`config.mk`:
```
export PLATFORM = sky130hd
export DESIGN_NAME = encoder_frame_turn_tracker
export DESIGN_NICKNAME = d
export VERILOG_FILES = /design/src/eftt_pkg.sv /design/src/eftt_core.sv /design/src/encoder_frame_turn_tracker.sv
export SDC_FILE = /design/constraint.sdc
export NUM_CORES = 1
export LEC_CHECK = 0
export ABC_AREA = 1
export BUFFER_PORTS_ARGS = -buffer_cell sky130_fd_sc_hd__buf_4
export CAP_MARGIN = 5
export CORE_ASPECT_RATIO = 1.2
export CORE_MARGIN = 4
export CORE_UTILIZATION = 40
export CTS_BUF_LIST = sky130_fd_sc_hd__clkbuf_8
export CTS_CLUSTER_SIZE = 28
export DETAILED_ROUTE_END_ITERATION = 10
export PLACE_DENSITY_LB_ADDON = 0.2
export REMOVE_ABC_BUFFERS = 1
export SYNTH_ARGS = -nofsm -noshare
export SYNTH_HDL_FRONTEND = slang
export SYNTH_SLANG_ARGS = --single-unit
```
`constraint.sdc`:
```
create_clock -name i_clk -period 11.4 [get_ports i_clk]
set_clock_uncertainty 0.05 [all_clocks]
set_input_delay 1.14 -clock i_clk [delete_from_list [all_inputs] [get_ports i_clk]]
set_output_delay 1.14 -clock i_clk [all_outputs]
set_load 0.005 [all_outputs]
```
`src/eftt_pkg.sv`:
```
`timescale 1ns / 1ps

package eftt_pkg;

    localparam int NUM_ENCODERS_DEF = 2;

    localparam logic [7:0]  CODE_COUNT_READ = 8'h31;
    localparam logic [15:0] THRESHOLD_RESET = 16'd52428;
    localparam logic [15:0] INVERT_RESET    = 16'd1;
    localparam logic [17:0] COUNT_SPAN      = 18'd65536;
    localparam logic [3:0]  LEN_FORMAT_A    = 4'd5;
    localparam logic [3:0]  LEN_FORMAT_B    = 4'd4;

    localparam int IN_DATA_W  = 56;
    localparam int IN_USER_W  = 2;
    localparam int OUT_DATA_W = 96;
    localparam int OUT_USER_W = 3;
    localparam int CFG_IDX_W  = 1;
    localparam int CFG_DATA_W = 16;

    localparam logic [CFG_IDX_W-1:0] REG_WRAP_THRESHOLD = 1'd0;
    localparam logic [CFG_IDX_W-1:0] REG_INVERT_MASK    = 1'd1;

    typedef enum logic [1:0] {
        KIND_FRAME  = 2'd0,
        KIND_POLL   = 2'd1,
        KIND_UPDATE = 2'd2
    } t_kind;

    typedef enum logic [2:0] {
        ST_STORED   = 3'd0,
        ST_REJECTED = 3'd1,
        ST_UPDATED  = 3'd2,
        ST_NO_FRESH = 3'd3,
        ST_POLL     = 3'd4,
        ST_BAD_ID   = 3'd5
    } t_status;

    typedef struct packed {
        logic [3:0] frame_length;
        logic [7:0] byte_zero;
        logic [7:0] byte_one;
        logic [7:0] byte_two;
        logic [7:0] byte_three;
        logic [7:0] ext_id_byte;
        logic [7:0] unit_id;
    } t_frame;

    typedef struct packed {
        logic        fresh;
        logic        invert;
        logic [15:0] latest;
        logic [15:0] previous;
        logic [31:0] total;
        logic [15:0] turns;
    } t_entry;

    typedef struct packed {
        logic        store;
        logic        consume;
        logic        clear_all;
        logic [7:0]  addr;
        logic [15:0] count;
        logic [31:0] total;
        logic [15:0] turns;
    } t_upd;

    typedef struct packed {
        t_status     status;
        logic [7:0]  addr;
        logic [15:0] count;
        logic [16:0] delta;
        logic [31:0] total;
        logic [15:0] turns;
    } t_result;

endpackage

```
`src/eftt_core.sv`:
```
`timescale 1ns / 1ps

module eftt_core #(
    parameter int NUM_ENCODERS = eftt_pkg::NUM_ENCODERS_DEF
) (
    input  eftt_pkg::t_kind   i_kind,
    input  eftt_pkg::t_frame  i_frame,
    input  logic [15:0]       i_wrap_threshold,
    input  eftt_pkg::t_entry  i_entry,
    output logic [7:0]        o_sel_addr,
    output eftt_pkg::t_upd    o_upd,
    output eftt_pkg::t_result o_result
);

    logic              fmt_a;
    logic              fmt_b;
    logic [7:0]        frame_addr;
    logic [15:0]       frame_count;
    logic              frame_addr_ok;
    logic              id_ok;
    logic signed [17:0] diff_raw;
    logic signed [17:0] diff_inv;
    logic signed [17:0] diff_fix;
    logic signed [17:0] thr;
    logic [15:0]       turns_fix;

    always_comb begin
        fmt_a = (i_frame.frame_length >= eftt_pkg::LEN_FORMAT_A)
                && (i_frame.byte_one == eftt_pkg::CODE_COUNT_READ);
        fmt_b = (i_frame.frame_length >= eftt_pkg::LEN_FORMAT_B)
                && (i_frame.byte_zero == eftt_pkg::CODE_COUNT_READ);
        if (fmt_a) begin
            frame_addr  = i_frame.byte_zero;
            frame_count = {i_frame.byte_two, i_frame.byte_three};
        end else begin
            frame_addr  = i_frame.ext_id_byte;
            frame_count = {i_frame.byte_one, i_frame.byte_two};
        end
        frame_addr_ok = (fmt_a || fmt_b) && (frame_addr != 8'd0)
                        && (frame_addr <= 8'(NUM_ENCODERS));
        id_ok = (i_frame.unit_id != 8'd0)
                && (i_frame.unit_id <= 8'(NUM_ENCODERS));
        o_sel_addr = (i_kind == eftt_pkg::KIND_FRAME) ? frame_addr : i_frame.unit_id;
    end

    always_comb begin
        thr      = signed'({2'b00, i_wrap_threshold});
        diff_raw = signed'({2'b00, i_entry.latest}) - signed'({2'b00, i_entry.previous});
        diff_inv = i_entry.invert ? -diff_raw : diff_raw;
        priority if (diff_inv > thr) begin
            diff_fix  = diff_inv - signed'(eftt_pkg::COUNT_SPAN);
            turns_fix = i_entry.turns - 16'd1;
        end else if (diff_inv < -thr) begin
            diff_fix  = diff_inv + signed'(eftt_pkg::COUNT_SPAN);
            turns_fix = i_entry.turns + 16'd1;
        end else begin
            diff_fix  = diff_inv;
            turns_fix = i_entry.turns;
        end
    end

    always_comb begin
        o_upd           = '0;
        o_upd.addr      = o_sel_addr;
        o_result        = '0;
        o_result.status = eftt_pkg::ST_REJECTED;
        unique case (i_kind)
            eftt_pkg::KIND_FRAME: begin
                if (frame_addr_ok) begin
                    o_upd.store     = 1'b1;
                    o_upd.count     = frame_count;
                    o_result.status = eftt_pkg::ST_STORED;
                    o_result.addr   = frame_addr;
                    o_result.count  = frame_count;
                    o_result.total  = i_entry.total;
                    o_result.turns  = i_entry.turns;
                end
            end
            eftt_pkg::KIND_POLL: begin
                o_upd.clear_all = 1'b1;
                o_result.status = eftt_pkg::ST_POLL;
            end
            eftt_pkg::KIND_UPDATE: begin
                if (!id_ok) begin
                    o_result.status = eftt_pkg::ST_BAD_ID;
                end else if (!i_entry.fresh) begin
                    o_result.status = eftt_pkg::ST_NO_FRESH;
                    o_result.addr   = i_frame.unit_id;
                    o_result.total  = i_entry.total;
                    o_result.turns  = i_entry.turns;
                end else begin
                    o_upd.consume   = 1'b1;
                    o_upd.count     = i_entry.latest;
                    o_upd.total     = i_entry.total + 32'(diff_fix);
                    o_upd.turns     = turns_fix;
                    o_result.status = eftt_pkg::ST_UPDATED;
                    o_result.addr   = i_frame.unit_id;
                    o_result.count  = i_entry.latest;
                    o_result.delta  = diff_fix[16:0];
                    o_result.total  = o_upd.total;
                    o_result.turns  = turns_fix;
                end
            end
            default: begin
                o_result.status = eftt_pkg::ST_REJECTED;
            end
        endcase
    end

endmodule

```
`src/encoder_frame_turn_tracker.sv`:
```
`timescale 1ns / 1ps

// Multi-turn tracker for a small set of absolute encoders read over a bus.
// Input channel s_axis: tuser carries the item kind (received frame, poll
// start, update one encoder); tdata carries the frame length, four frame
// bytes, the extended-ID byte and the encoder id. Output channel m_axis:
// tuser carries the status code, tdata the address, count, unwrapped delta,
// running total, turn count and the all-fresh flag.
// Configuration: i_cfg_wr_en with i_cfg_index 0 writes the wrap threshold,
// index 1 the invert mask; write only while no item is in flight.
// An accepted item is captured in the input register and then moves into the
// result register, which presents the result. Throughput is one item per
// cycle while the receiver does not stall m_axis; the per-encoder register
// file is read and written in the same cycle that an item moves from the
// input register to the result register, so the next item always sees the
// updated state.
// Reset (synchronous, active low) empties both registers, sets the threshold
// to 52428 and the invert mask to 1, and clears all counts, totals, turns and
// fresh marks. When m_axis_tready is low the result holds, one more item is
// taken only if the input register is empty, then s_axis_tready drops.

module encoder_frame_turn_tracker #(
    parameter int NUM_ENCODERS = eftt_pkg::NUM_ENCODERS_DEF
) (
    input  logic                                i_clk,
    input  logic                                i_rst_n,
    input  logic                                s_axis_tvalid,
    output logic                                s_axis_tready,
    // frame_length, byte_zero, byte_one, byte_two, byte_three, ext_id_byte,
    // unit id, zero fill
    input  logic [eftt_pkg::IN_DATA_W-1:0]      s_axis_tdata,
    // kind
    input  logic [eftt_pkg::IN_USER_W-1:0]      s_axis_tuser,
    output logic                                m_axis_tvalid,
    input  logic                                m_axis_tready,
    // address, count_value, delta, total, turns, all_fresh, zero fill
    output logic [eftt_pkg::OUT_DATA_W-1:0]     m_axis_tdata,
    // status
    output logic [eftt_pkg::OUT_USER_W-1:0]     m_axis_tuser,
    input  logic                                i_cfg_wr_en,
    input  logic [eftt_pkg::CFG_IDX_W-1:0]      i_cfg_index,
    input  logic [eftt_pkg::CFG_DATA_W-1:0]     i_cfg_wdata
);

    localparam int IDX_W = (NUM_ENCODERS > 1) ? $clog2(NUM_ENCODERS) : 1;

    logic [15:0] r_wrap_threshold;
    logic [15:0] r_invert_mask;

    logic              r_in_valid;
    eftt_pkg::t_kind   r_in_kind;
    eftt_pkg::t_frame  r_in_frame;

    logic              r_out_valid;
    eftt_pkg::t_result r_out_result;
    logic              r_out_all_fresh;

    logic [15:0] r_latest   [NUM_ENCODERS];
    logic [15:0] r_previous [NUM_ENCODERS];
    logic [31:0] r_total    [NUM_ENCODERS];
    logic [15:0] r_turns    [NUM_ENCODERS];
    logic [NUM_ENCODERS-1:0] r_fresh;
    logic [NUM_ENCODERS-1:0] n_fresh;

    logic              out_free;
    logic              advance;
    logic [7:0]        sel_addr;
    logic [7:0]        sel_addr_m1;
    logic [IDX_W-1:0]  sel_idx;
    eftt_pkg::t_entry  entry;
    eftt_pkg::t_upd    upd;
    eftt_pkg::t_result result;

    assign out_free      = !r_out_valid || m_axis_tready;
    assign advance       = r_in_valid && out_free;
    assign s_axis_tready = !r_in_valid || out_free;

    always_ff @(posedge i_clk) begin
        if (!i_rst_n) begin
            r_wrap_threshold <= eftt_pkg::THRESHOLD_RESET;
            r_invert_mask    <= eftt_pkg::INVERT_RESET;
        end else if (i_cfg_wr_en) begin
            unique case (i_cfg_index)
                eftt_pkg::REG_WRAP_THRESHOLD: r_wrap_threshold <= i_cfg_wdata;
                eftt_pkg::REG_INVERT_MASK:    r_invert_mask    <= i_cfg_wdata;
                default: ;
            endcase
        end
    end

    always_ff @(posedge i_clk) begin
        if (!i_rst_n) begin
            r_in_valid <= 1'b0;
        end else if (s_axis_tready) begin
            r_in_valid <= s_axis_tvalid;
        end
    end

    always_ff @(posedge i_clk) begin
        if (s_axis_tready && s_axis_tvalid) begin
            r_in_kind  <= eftt_pkg::t_kind'(s_axis_tuser);
            r_in_frame <= eftt_pkg::t_frame'({s_axis_tdata[3:0], s_axis_tdata[11:4],
                                              s_axis_tdata[19:12], s_axis_tdata[27:20],
                                              s_axis_tdata[35:28], s_axis_tdata[43:36],
                                              s_axis_tdata[51:44]});
        end
    end

    assign sel_addr_m1 = sel_addr - 8'd1;
    assign sel_idx     = sel_addr_m1[IDX_W-1:0];

    always_comb begin
        entry.fresh    = r_fresh[sel_idx];
        entry.invert   = r_invert_mask[sel_idx];
        entry.latest   = r_latest[sel_idx];
        entry.previous = r_previous[sel_idx];
        entry.total    = r_total[sel_idx];
        entry.turns    = r_turns[sel_idx];
    end

    eftt_core #(
        .NUM_ENCODERS (NUM_ENCODERS)
    ) u_core (
        .i_kind           (r_in_kind),
        .i_frame          (r_in_frame),
        .i_wrap_threshold (r_wrap_threshold),
        .i_entry          (entry),
        .o_sel_addr       (sel_addr),
        .o_upd            (upd),
        .o_result         (result)
    );

    always_comb begin
        n_fresh = r_fresh;
        priority if (upd.clear_all) begin
            n_fresh = '0;
        end else if (upd.store) begin
            n_fresh[sel_idx] = 1'b1;
        end else if (upd.consume) begin
            n_fresh[sel_idx] = 1'b0;
        end
    end

    always_ff @(posedge i_clk) begin
        if (!i_rst_n) begin
            r_fresh <= '0;
            for (int i = 0; i < NUM_ENCODERS; i++) begin
                r_latest[i]   <= '0;
                r_previous[i] <= '0;
                r_total[i]    <= '0;
                r_turns[i]    <= '0;
            end
        end else if (advance) begin
            r_fresh <= n_fresh;
            if (upd.store) begin
                r_latest[sel_idx] <= upd.count;
            end
            if (upd.consume) begin
                r_previous[sel_idx] <= upd.count;
                r_total[sel_idx]    <= upd.total;
                r_turns[sel_idx]    <= upd.turns;
            end
        end
    end

    always_ff @(posedge i_clk) begin
        if (!i_rst_n) begin
            r_out_valid <= 1'b0;
        end else if (out_free) begin
            r_out_valid <= r_in_valid;
        end
    end

    always_ff @(posedge i_clk) begin
        if (advance) begin
            r_out_result    <= result;
            r_out_all_fresh <= &n_fresh;
        end
    end

    assign m_axis_tvalid = r_out_valid;
    assign m_axis_tuser  = r_out_result.status;
    assign m_axis_tdata  = {6'd0, r_out_all_fresh, r_out_result.turns, r_out_result.total,
                            r_out_result.delta, r_out_result.count, r_out_result.addr};

endmodule

```
# Word level (Yosys, flattened, before mapping)
# Memory sizes are Yosys's and may differ from the RTL's.
# Cells that the tools add are included.
word_totals:
  reg_bits: 169
  mem_bits_rw: 160
  inputBits: 80
  output_inout_bits: 101
  elab_cells: 133
  n_memories: 4
mem_list:
  columns: ["memory", "depth", "word_bits", "rd", "rd_clocked_by_memory_dff", "wr", "line_no", "text"]
  rows:
  - ["r_total", 2, 32, 1, 0, 2, "encoder_frame_turn_tracker.sv:60", "logic [31:0] r_total [NUM_ENCODERS];"]
  - ["r_latest", 2, 16, 1, 0, 2, "encoder_frame_turn_tracker.sv:58", "logic [15:0] r_latest [NUM_ENCODERS];"]
  - ["r_previous", 2, 16, 1, 0, 2, "encoder_frame_turn_tracker.sv:59", "logic [15:0] r_previous [NUM_ENCODERS];"]
  - ["r_turns", 2, 16, 1, 0, 2, "encoder_frame_turn_tracker.sv:61", "logic [15:0] r_turns [NUM_ENCODERS];"]
classes:
  add_sub_neg: 9
  magnitude_cmp: 9
  eq_ne: 4
  n_mux: 59
  bitwise: 4
  n_reduce_logical: 24
op_table:
  columns: ["op", "count"]
  rows:
  - ["2-to-1 mux 48 bit", 3]
  - ["2-to-1 mux 64 bit", 2]
  - ["2-to-1 mux 16 bit", 7]
  - ["case mux 48 bit (2 select lines)", 1]
  - ["2-to-1 mux 89 bit", 1]
  - ["2-to-1 mux 18 bit", 3]
  - ["case mux 24 bit (2 select lines)", 1]
  - ["OR reduction 16 bit", 3]
  - ["2-to-1 mux 33 bit", 1]
  - ["adder 32 bit", 1]
  - ["2-to-1 mux 32 bit", 1]
  - ["case mux 16 bit (2 select lines)", 1]
  - ["OR reduction 32 bit", 1]
  - ["2-to-1 mux 1 bit", 29]
  - ["2-to-1 mux 25 bit", 1]
  - ["adder 18 bit (second input constant)", 1]
  - ["> comparator 18 x 17 -> 1 bit", 1]
  - ["less-than comparator 18 bit", 1]
  - ["negation 16 -> 18 bit", 1]
  - ["negation 18 bit", 1]
  - ["subtractor 18 bit (second input constant)", 1]
  - ["subtractor 16 x 16 -> 17 bit", 1]
  - ["adder 16 x 1 -> 16 bit (second input constant)", 1]
  - ["== test 8 x 6 -> 1 bit (second input constant)", 2]
  - ["other kinds (26)", 43]

# Logic depth before layout (Yosys ltp)
# An unclocked memory read counts as a cell.
depth:
  depth_word: 17
  ltp_mapped: 61
  mapped_depth_nobuf: 54

# Hierarchy
# From an unflattened synthesis, not the netlist that was laid out.
hier_totals:
  cells_unflattened: 2198
  area_unflattened_um2: 19434.9
by_module_without_submodules:
  columns: ["mod", "n_inst", "cells_each", "area_per_inst_um2", "seq_area_each_um2"]
  rows:
  - ["encoder_frame_turn_tracker", 1, 944, 12856.1, 9659.3]
  - ["eftt_core", 1, 1254, 6578.8, 0.0]

# Worst setup path after synthesis
# Ideal clock, no wire load.
synth_timing:
  kind: "register to register"
  start: "register r_in_frame[38] (netlist name)"
  end: "memory r_total[1][30] (data pin)"
  arrival_time_ns: 8.097
  required_time_ns: 11.084
  slack_ns: 2.987
  stages_incl_launch_ff: 55
  path_buffers: 6
  cell_sequence: "edfxtp_1 > nor2_1 > nand2_1 > nor2_4 > nand2_4 > nand2_2 > nand3_4 > nand2_4 > buf_6 > clkbuf_1 > buf_1 > clkbuf_1 > clkbuf_1 > buf_1 > nand2_1 > nand2_1 > ha_1 > fa_1 > [... 19 more ...] > nand2_1 > nand2_1 > nand2_2 > nand2_1 > nand2_1 > nand2_2 > nand2_1 > inv_1 > ha_1 > a21oi_1 > o21ai_0 > inv_1 > o21ai_0 > a221oi_1 > o21ai_0 > or2_2 > nand3_1 > nor2_1"
synth_rtl:
  columns: ["element", "line_no", "text"]
  rows:
  - ["start: declaration", "encoder_frame_turn_tracker.sv:52", "eftt_pkg::t_frame r_in_frame;"]
  - ["start signal: assignment", "encoder_frame_turn_tracker.sv:102", "r_in_frame <= eftt_pkg::t_frame'({s_axis_tdata[3:0], s_axis_tdata[11:4],"]
  - ["end: declaration", "encoder_frame_turn_tracker.sv:60", null]

==> results by group <==
Die
  – Initial Util: between 40% and 50%
  – Die height: ~240 um
  – DIE AREA: roughly 0.05 mm2
  – Total core area: 0.0450 mm2
  – Die Span X: ~200 um
  – Site Rows: 85
  – IO Count: 181

Power and ir drop
  – Comb pwr share: between 30% and 40%
  – P_sw: around 1.2 mW
  – Switching share of total power: between 30 and 40%
  – Internal: between 2 and 2.5 mW
  – Final total power: roughly 3.5 mW
  – P per Cell Area: ~160 mW/mm2
  – Sequential share of power: about two fifths
  – Peak supply drop: about 0.00013 V
  – Leakage: 9.31 nW
  – Power share of the clock group: between 30 and 40%

STA
  – # setup viols final: 0
  – Tmin final: between 9 and 10 ns
  – Fmax: around 0.11 GHz
  – Setup TNS: 0 ns
  – Max-slew violations: 0
  – Endpoints failing hold: 0
  – Actual transition at the worst max-transition pin: 1.02 ns
  – RSZ-0062 raised after global routing: no
  – Normalized max-slew margin: between 30% and 40%
  – Final period util: between 70% and 80%

Worst setup path
  – Critical Path RT: 11.72 ns
  – Setup crit end kind: flop
  – Data arrival, critical path: approximately 9.4 ns
  – Crit Path Max Fanout: between 40 and 50
  – Worst Path Buf+Inv: 5
  – CP Class: flop to flop
  – Most used cell, CP: nand2_1
  – Startpoint Class: flop
  – CP max stage cell: edfxtp_1
  – Delay-heaviest family, CP: simple AND/OR/NAND/NOR gates
  – Max incr delay on CP: about 0.6 ns

Job
  – Max Cap Viol: 0

Yosys
  – Mapped Cells: roughly 2100
  – Sequential element share of the synthesized area: between 50 and 60%
  – Yosys warns: 0
  – EDFF count, synth: roughly 300
  – Ranking of synthesized cells by area: edfxtp_1 51%, nand2_1 11%, nor2_1 5.6%
  – Post-synth cell types: 56
  – Top cell type's share of synthesized area: about half
  – Commonest cells in the netlist: 526 x nand2_1, 307 x edfxtp_1, 273 x nor2_1
  – Largest area contributor in the netlist: edfxtp_1
  – Ys async rst share: 0%
  – Mapped Area: about 0.018 mm2
  – Seq cells post-synth: roughly 330
  – Dominant cell by count in the synthesized netlist: nand2_1
  – Top FF cell, synth: edfxtp_1
  – Syn Area/Cell: ~9 um2

Status
  – Status: complete, no violations

Place
  – Cell total after placement: ~2800
  – PortBufs: 170
  – Post-DP HPWL: 32400 um
  – GPL Wtd Cong: roughly 0.92

Layout
  – Area Overhead vs Synth: 16.3%
  – Fin nets: roughly 2400
  – Final Core Density: a little under half
  – # fillers: roughly 4400
  – Final std cells w/o fill: between 2000 and 3000
  – Layout cell share with drive strength beyond 1: roughly 15%
  – Antenna cells: 0

Clocking
  – Post-CTS setup buffers: 0
  – CTS root buf: clkbuf_8
  – Clk slew on worst S/H paths: 0.06 ns
  – CTS Sinks: 329
  – Hold buffers post-CTS: 0
  – # resized after CTS: 0
  – Clock insertion delay at the later pin of the skew report: between 0.6 and 0.7 ns
  – H-tree depth: 2
  – TritonCTS Buffers: 53
  – Clk buf depth: 3
  – TritonCTS clock tree: built

Detailed routing
  – DR WL met3: approximately 2600 um
  – WL final: 46500 um
  – Routed met1 length: ~20000 um
  – Post-route DRC: 0
  – DR vias/cell: just under 5
  – Via count: 14403
  – WL met2: around 23000 um
  – Wire per inst: about 16 um
  – Top Layer Used: met4
  – Iteration-0 DRC Markers: 676
  – ANT nets after route: 0
  – Drt first pass iters: 5

Global routing
  – All-Layer GR Usage: between 10% and 20%
  – Largest net degree at the start of global routing: between 60 and 70
  – Overflow left after global routing: 0
  – Vias in the first global route: 14387
  – First-pass GRT wire length: between 70000 and 80000 um
  – Initial antenna violation count: 0

Min path
  – Worst min path class: flop to flop
power groups by stage:
stage                     Clock, mW  Combinational (mW)  Sequential (mW)
after floorplan                   0               0.758             1.41
after detailed placement          0                1.03             1.41
after global placement            0                1.01             1.41
final                          1.04                1.04             1.38
after global routing           1.12                1.18             1.39
after CTS                      1.07                1.04             1.38
state kept, by name (all words and copies together) (netlist names):
signal,cells
r_in_valid,1
m_axis_tvalid,1
m_axis_tdata,89
r_turns,32
r_latest,32
r_fresh,2
r_wrap_threshold,16
r_out_all_fresh,1
r_total,64
m_axis_tuser,3
r_in_frame,52
r_invert_mask,2
r_previous,32
r_in_kind,2
cells by family after synthesis:
kind of cell	synth area share [%]
AO/OA/AOI/OAI	8.07
XOR/XNOR	1.78
adder cells (fa/ha/maj)	5.64
buffers and inverters	6.24
flip-flops	53.0
multiplexers	0.824
other	0.0206
AND/OR/NAND/NOR	24.4
tightest hold or removal path, stage by stage, from the launching register on:
cell and delay (ns):
dfxtp_1 0.32, nand2_1 0.06, a21oi_1 0.06
cell type report:
cell class | instances | area, um2 | share of cell area, %
tap | 609 | 762 | 3.59
sequential | 329 | 9660 | 45.5
clock buffer | 59 | 812 | 3.83
inverter | 224 | 843 | 3.98
timing repair buffer | 183 | 1370 | 6.48
clock inverter | 40 | 265 | 1.25
multi-input combinational | 1453 | 7490 | 35.3
final timing paths:
kind                 endpoint  cells after the start  slack [ns]         start
max reg2reg  m_axis_tdata[71]                     41        2.35  r_in_kind[0]
min reg2reg        r_fresh[0]                      2        0.44    r_fresh[0]
min                r_fresh[0]                      2        0.44    r_fresh[0]
max          m_axis_tdata[71]                     41        2.35  r_in_kind[0]
stage by stage:
stage | hold slack, ns | area, um2 | worst slack (ns)
2_1_floorplan | 0.404 | 18000 | 3.80
3_3_place_gp | 0.417 | 20100 | 2.43
3_5_place_dp | 0.429 | 20100 | 2.32
4_1_cts | 0.437 | 21200 | 2.29
5_1_grt | 0.464 | 21200 | 1.45
6_report | 0.436 | 21200 | 2.35
routing by layer:
metal,track usage (%),vias to the layer above
met5,0,-
met4,5.77,0
met3,4.14,82
met2,32.8,329
met1,22.2,6744
li1,-,7248
cell usage in the layout (no fill, tap or decap), types with 24 or more instances in the layout:
cell type  netlist  final
xor2_1          33     33
nand3_1        106    106
a21oi_1         98     98
ha_1            79     79
inv_1          219    233
nor2_1         273    272
or2_2           33     32
nand4_1         24     24
buf_4            9    183
nand2_1        526    523
edfxtp_1       307    307
clkbuf_8         0     59
o21ai_0         91     91
Note: power is estimated with default switching activity, not from simulation.
